File: config.mk
export PLATFORM = sky130hd
export DESIGN_NAME = lscs_lookup
export DESIGN_NICKNAME = d
export VERILOG_FILES = /design/src/rtl/assert_macros.svh /design/src/rtl/lscs_pkg.sv /design/src/rtl/lscs_lookup.sv
export SDC_FILE = /design/constraint.sdc
export NUM_CORES = 2
export LEC_CHECK = 0
export BUFFER_PORTS_ARGS = -buffer_cell sky130_fd_sc_hd__buf_2
export CORE_AREA = 2 2 646 648
export DETAILED_ROUTE_END_ITERATION = 8
export DIE_AREA = 0 0 648 650
export GPL_ROUTABILITY_DRIVEN = 0
export PLACE_DENSITY = 0.33
export SYNTH_ARGS = -nofsm -noshare
export SYNTH_HDL_FRONTEND = slang
export SYNTH_SLANG_ARGS = --single-unit
File: constraint.sdc
create_clock -name vclk -period 14.65
set_input_delay 0.7325 -clock vclk [all_inputs]
set_output_delay 0.7325 -clock vclk [all_outputs]
set_load 0.01 [all_outputs]
File: src/rtl/assert_macros.svh
// Assertion helpers shared by the cache model RTL.
// Each macro takes a label, the clock, the active-low reset, an antecedent
// and a consequent, and reports through $error when the property fails.
`ifndef ASSERT_MACROS_SVH
`define ASSERT_MACROS_SVH

// Same-cycle implication.
`define ASSERT_IMPL(label, clk, rst_n, ante, cons) \
    label: assert property (@(posedge clk) disable iff (!(rst_n)) (ante) |-> (cons)) \
        else $error("same-cycle implication failed");

// Next-cycle implication.
`define ASSERT_NEXT(label, clk, rst_n, ante, cons) \
    label: assert property (@(posedge clk) disable iff (!(rst_n)) (ante) |=> (cons)) \
        else $error("next-cycle implication failed");

`endif

File: src/rtl/lscs_pkg.sv
// ----------------------------------------------------------------------------
// lscs_pkg
// Shared types, constants and helpers of the set-associative LRU cache model.
// ----------------------------------------------------------------------------
`default_nettype none

package lscs_pkg;

    // Geometry of the line store.
    localparam int SET_BITS_MAX = 6;
    localparam int NUM_SETS     = 1 << SET_BITS_MAX;
    localparam int WAYS_MAX     = 8;
    localparam int WAY_W        = $clog2(WAYS_MAX);

    // Field widths.
    localparam int ADDR_W    = 64;
    localparam int STAMP_W   = 32;
    localparam int CNT_W     = 32;
    localparam int SET_W     = 6;
    localparam int SBITS_W   = 3;
    localparam int WAYS_W    = 4;
    localparam int BOFF_W    = 4;
    localparam int CFG_IDX_W = 2;
    localparam int CFG_DAT_W = 4;

    // Configuration register indexes.
    localparam logic [CFG_IDX_W-1:0] CFG_IDX_SET_BITS = 2'd0;
    localparam logic [CFG_IDX_W-1:0] CFG_IDX_WAYS     = 2'd1;
    localparam logic [CFG_IDX_W-1:0] CFG_IDX_BLK_OFF  = 2'd2;

    // Reset values of the configuration registers.
    localparam logic [SBITS_W-1:0] RST_SET_BITS = 3'd4;
    localparam logic [WAYS_W-1:0]  RST_WAYS     = 4'd1;
    localparam logic [BOFF_W-1:0]  RST_BLK_OFF  = 4'd4;

    // Access kinds. The spare code behaves as a load.
    localparam logic [1:0] MODE_LOAD   = 2'd0;
    localparam logic [1:0] MODE_STORE  = 2'd1;
    localparam logic [1:0] MODE_MODIFY = 2'd2;
    localparam logic [1:0] MODE_SPARE  = 2'd3;

    // Outcome codes.
    localparam logic [1:0] OUT_HIT   = 2'd0;
    localparam logic [1:0] OUT_FILL  = 2'd1;
    localparam logic [1:0] OUT_EVICT = 2'd2;

    // Input beat.
    typedef struct packed {
        logic [1:0]        mode;
        logic [ADDR_W-1:0] address;
    } t_in_beat;

    // Result beat.
    typedef struct packed {
        logic [1:0]       outcome;
        logic             extra_hit;
        logic [SET_W-1:0] set_number;
        logic [CNT_W-1:0] hit_total;
        logic [CNT_W-1:0] miss_total;
        logic [CNT_W-1:0] eviction_total;
    } t_out_beat;

    // One cache line and one set row of lines.
    typedef struct packed {
        logic               valid;
        logic [ADDR_W-1:0]  block;
        logic [STAMP_W-1:0] stamp;
    } t_line;

    typedef t_line [WAYS_MAX-1:0] t_row;

    // Lookup result handed from the lookup logic to the top level.
    typedef struct packed {
        logic hit;
        logic evict;
        t_row new_row;
    } t_lookup;

    // Saturating increment of a running total.
    function automatic logic [CNT_W-1:0] sat_inc(input logic [CNT_W-1:0] v);
        return (&v) ? v : v + 1'b1;
    endfunction

endpackage

`default_nettype wire

File: src/rtl/lscs_lookup.sv
// ----------------------------------------------------------------------------
// lscs_lookup
// Combinational lookup of one set row: parallel tag compare over the ways in
// use, first free way search, oldest-stamp victim tree, and the updated row.
// ----------------------------------------------------------------------------
`default_nettype none

module lscs_lookup (
    input  wire lscs_pkg::t_row                   i_row,
    input  wire logic [lscs_pkg::ADDR_W-1:0]      i_block,
    input  wire logic [lscs_pkg::WAYS_W-1:0]      i_ways,
    input  wire logic [lscs_pkg::STAMP_W-1:0]     i_stamp,
    output lscs_pkg::t_lookup                     o_res
);
    import lscs_pkg::*;

    logic [WAYS_MAX-1:0] in_use;
    logic [WAYS_MAX-1:0] match;
    logic [WAYS_MAX-1:0] free;
    logic [WAY_W-1:0]    fill_way;
    logic                any_free;
    logic [STAMP_W:0]    key [WAY_W+1][WAYS_MAX];
    logic [WAY_W-1:0]    kidx [WAY_W+1][WAYS_MAX];
    logic [WAY_W-1:0]    victim;

    // Per-way compare and free detection.
    always_comb begin
        for (int w = 0; w < WAYS_MAX; w++) begin
            in_use[w] = WAYS_W'(w) < i_ways;
            match[w]  = in_use[w] && i_row[w].valid && (i_row[w].block == i_block);
            free[w]   = in_use[w] && !i_row[w].valid;
        end
    end

    // Lowest-numbered free way.
    always_comb begin
        fill_way = '0;
        for (int w = WAYS_MAX - 1; w >= 0; w--) begin
            if (free[w]) begin
                fill_way = WAY_W'(w);
            end
        end
        any_free = |free;
    end

    // Oldest-stamp tree; ways out of use lose, ties go to the lower way.
    always_comb begin
        for (int l = 0; l <= WAY_W; l++) begin
            for (int w = 0; w < WAYS_MAX; w++) begin
                key[l][w]  = '0;
                kidx[l][w] = '0;
            end
        end
        for (int w = 0; w < WAYS_MAX; w++) begin
            key[0][w]  = {!in_use[w], i_row[w].stamp};
            kidx[0][w] = WAY_W'(w);
        end
        for (int l = 0; l < WAY_W; l++) begin
            for (int i = 0; i < (WAYS_MAX >> (l + 1)); i++) begin
                if (key[l][2*i+1] < key[l][2*i]) begin
                    key[l+1][i]  = key[l][2*i+1];
                    kidx[l+1][i] = kidx[l][2*i+1];
                end else begin
                    key[l+1][i]  = key[l][2*i];
                    kidx[l+1][i] = kidx[l][2*i];
                end
            end
        end
        victim = kidx[WAY_W][0];
    end

    // Updated row and outcome.
    always_comb begin
        o_res.hit     = |match;
        o_res.evict   = !(|match) && !any_free;
        o_res.new_row = i_row;
        if (|match) begin
            for (int w = 0; w < WAYS_MAX; w++) begin
                if (match[w]) begin
                    o_res.new_row[w].stamp = i_stamp;
                end
            end
        end else if (any_free) begin
            o_res.new_row[fill_way].valid = 1'b1;
            o_res.new_row[fill_way].block = i_block;
            o_res.new_row[fill_way].stamp = i_stamp;
        end else begin
            o_res.new_row[victim].block = i_block;
            o_res.new_row[victim].stamp = i_stamp;
        end
    end

endmodule

`default_nettype wire

Word-level counts from Yosys, hierarchy flattened
Index checks and enable logic that the tools add are counted.

Register bits: 0. Input port bits: 876. Output and inout port bits: 778. Word-level logic and storage cells: 135.

$lt $le $gt $ge: 19. Equal/unequal tests: 8. Mux-type cells: 61. Reductions and logical operators: 47.

Operators by type and width (number): $bwmux W776 (5); $demux W97 S3 (5); $mux W776 (1); $mux W32 (18); $mux W65 (8); $eq A64 B64 Y1 (8); $lt A33 B33 Y1 (7); $mux W33 (6); $mux W96 (2); $mux W97 (1); $mux W3 (11); $logic_and A1 B1 Y1 (27); $logic_not A1 Y1 (18); $lt A3 B4 Y1 const A (4); $reduce_or A8 Y1 (2); $lt A1 B4 Y1 const A (2); $lt A2 B4 Y1 const A (2); $lt A3 B4 Y1 const B (2); $ge A3 B1 Y1 const B (2); $mux W1 (4).

Depth between registers and ports, before layout
Depth after elaboration: 19. Mapped depth: 39. Mapped depth without buffers: 33.

Worst setup path before layout
Ideal clock, no wire load.

Kind: input to output. Start point: in i_ways[3] in the netlist's numbering. End point: out o_res[583] in the netlist's numbering. Data arrival time: 8.600 ns. Required time: 13.917 ns. Path slack: 5.318 ns. Stages on the path: 33. Buffers on the path: 5. Cell sequence: buf_2 > nor3_2 > nand2_1 > ha_1 > nand4_1 > nor3_1 > a221oi_1 > o21ai_0 > nor3_1 > clkbuf_1 > mux2i_1 > ha_1 > nand4_1 > nor4_1 > nand3_1 > nor4_1 > a21boi_0 > clkbuf_1 > buf_1 > o31ai_1 > ha_1 > a21o_1 > a21o_1 > a21o_1 > a2111oi_0 > o21ai_0 > a221oi_1 > nand2b_1 > or3_1 > o32a_1 > o22ai_2 > buf_6 > mux2_2.

RTL lines: start: declaration (line lscs_lookup.sv:11) `input wire logic [lscs_pkg::WAYS_W-1:0] i_ways,`; end: declaration (line lscs_lookup.sv:13) `output lscs_pkg::t_lookup o_res`.

==> results.md <==
- Outcome: completed
- Setup TNS Final: 0 ps
- DRT iter0 DRCs: 4315
- Initial antenna violation count: 366
- Crit start category: primary input
- Post-CTS Setup Bufs: 0
- Clock network power share: 0%
- DR top layer: met5
- RSZ-0062 raised after global routing: false
- Yosys top cell area share: 24.4%
- Placeable Area: 0.415 mm²
- Share of layout cells above drive strength 1: 48.6%
- Largest net degree at the start of global routing: 65
- Post-synthesis cell type count: 87
- Net count, final: 6140
- Final count of hold timing violations: 0
- Vias in the first global route: 37700
- Reg area: 0 µm²
- PD cells: 50.7 mW/mm²
- Critical-path top delay cell: a41oi_4
- Gr usage total: 21.7%
- Net count after synthesis: 4582
- Clkbuf count: 0
- Synth-to-Final Area Change: 60.7%
- Met2 routed WL: 245000 µm
- Worst Setup Path Type: in2out
- Pre-Repair DR Iteration Count: 5
- Ranking of synthesized cells by area: mux2_2 (24%), ha_1 (11%), xnor2_1 (6.3%), mux2_1 (5.6%), xor2_1 (5.5%)
- Sequential-to-total area share from yosys stat: 0%
- Die area: 0.421 mm²
- Cts repair resizes: 0
- Mapped Cells: 3483
- Met3 wire length: 40700 µm
- Die Y: 650 µm
- Synthesis Warnings: 0
- Commonest cells after routing, fill and taps aside: buf_2 (1642), mux2_2 (573), nand2_1 (229)
- WL per Instance: 44.7 µm
- Crit-path max FO: 64
- CP peak stage delay: 790 ps
- Max VDD drop: 33.2 µV
- M1 WL: 165000 µm
- Number of sequential cells: 0
- Row Count: 237
- Die width: 648 µm
- Critical Path End Type: output port
- FILL cells: 48800
- Comb pwr share: 100.0%
- Detail Route Antenna Nets: 0
- Routed vias/inst: 3.79
- Int Pwr: 0.672 mW
- Cell accounting for the most synthesized area: mux2_2
- Final worst path period share: 86.6%
- Avg Synthesized Cell Area: 7.58 µm²
- Mapped Area: 0.0264 mm²
- I/O pins: 1654
- Worst Path Arrival: 11960 ps
- Max-slew violation count: 0
- HPWL after DPL: 427000 µm
- Grt ovf: 0
- CP required: 13920 ps
- Final WL: 479000 µm
- Port Buf Inserts: 1654
- DRC errors left: 0
- Worst-Margin Slew: 1330 ps
- Total power draw: 2.15 mW
- Multi-input gate area: 0.0245 mm²
- Worst Hold Class: in2out
- Hold Path Depth: 3
- Sw Ratio: 68.7%
- Net Sw Power: 1.48 mW
- Initial Util: 6.37%
- CTS Hold Bufs: 0
- First-pass GRT wire length: 561000 µm
- Reg power frac: 0%
- Min cycle time layout: 12690 ps
- Max-Cap Viols: 0
- Slew Limit Headroom: 11.0%
- Final setup viols: 0
- Fmax: 78.8 MHz
- Vias: 40700
- Lkg Pwr: 17.5 nW
- Most common cell after layout, fill and taps aside: buf_2
[cells in the mapped netlist, types with 88 or more instances]
master and number:
nand2_1 229, mux2_1 131, inv_1 212, clkbuf_1 98
buf_2 105, nor2_1 120, ha_1 223, xnor2_1 190
nand4_1 165, nor2b_1 92, mux2_2 573, o21ai_0 182
a21oi_1 122, nor4_1 116, xor2_1 167, mux2i_1 88
nand2b_1 161
[final timing paths]
check | slack [ps] | to | start
max | 1960 | o_res[767] | i_ways[1]
min | 1790 | o_res[198] | i_row[198]
[cells by family (layout without fill, tap and decap cells)]
| family | Yosys count | in the layout | synth area share (%) |
|---|---|---|---|
| AOI/OAI and AO/OA | 509 | 509 | 12.2 |
| xor gates and xnor gates | 357 | 357 | 11.8 |
| adders and majority gates | 223 | 223 | 10.6 |
| buffers and inverters | 467 | 2023 | 7.80 |
| muxes | 799 | 799 | 33.8 |
| other | 0 | 178 | 0 |
| and+or+nand+nor | 1128 | 1128 | 23.8 |
[per-layer routing]
metal,GRT usage [%],vias to the layer above
li1,-,16100
met1,22.4,20000
met2,39.9,3432
met3,6.28,946
met4,10.3,140
met5,0,-
[critical path, delay by kind of cell]
family,cells,cell delay [ps]
simple gates,12,3050
compound gates,13,5210
fa+ha+maj,3,1000
buf+inv,4,1140
mux,1,430
[cell type report]
cell class | instances | area share, %
diodes | 178 | 1.05
inverters | 213 | 1.88
multi-input cells | 3016 | 57.8
well taps | 5497 | 16.2
repair buffers | 1810 | 23.0
[through the flow]
stage | hold WS (ps) | cell area [µm²] | util, % | setup slack (ps) | cells
after floorplan | 1570 | 26400 | - | 5320 | 3483
after global placement | 1790 | 42000 | 10.1 | 1440 | 10500
after detailed placement | 1790 | 42000 | 10.1 | 1650 | 10500
after CTS | 1800 | 42000 | 10.1 | 1570 | 10500
after global routing | 1810 | 42200 | 10.2 | 1160 | 10600
final | 1790 | 42400 | 10.2 | 1960 | 10700
[power groups by stage]
| stage | clock network, mW | registers (mW) | logic [mW] |
|---|---|---|---|
| after global placement | 0 | 0 | 2.18 |
| after floorplan | 0 | 0 | 0.903 |
| after global routing | 0.000000787 | 0 | 2.24 |
| final | 0.0000000809 | 0 | 2.15 |
| after detailed placement | 0 | 0 | 2.16 |
| after CTS | 0 | 0 | 2.17 |
(Power assumes the default switching activity.)
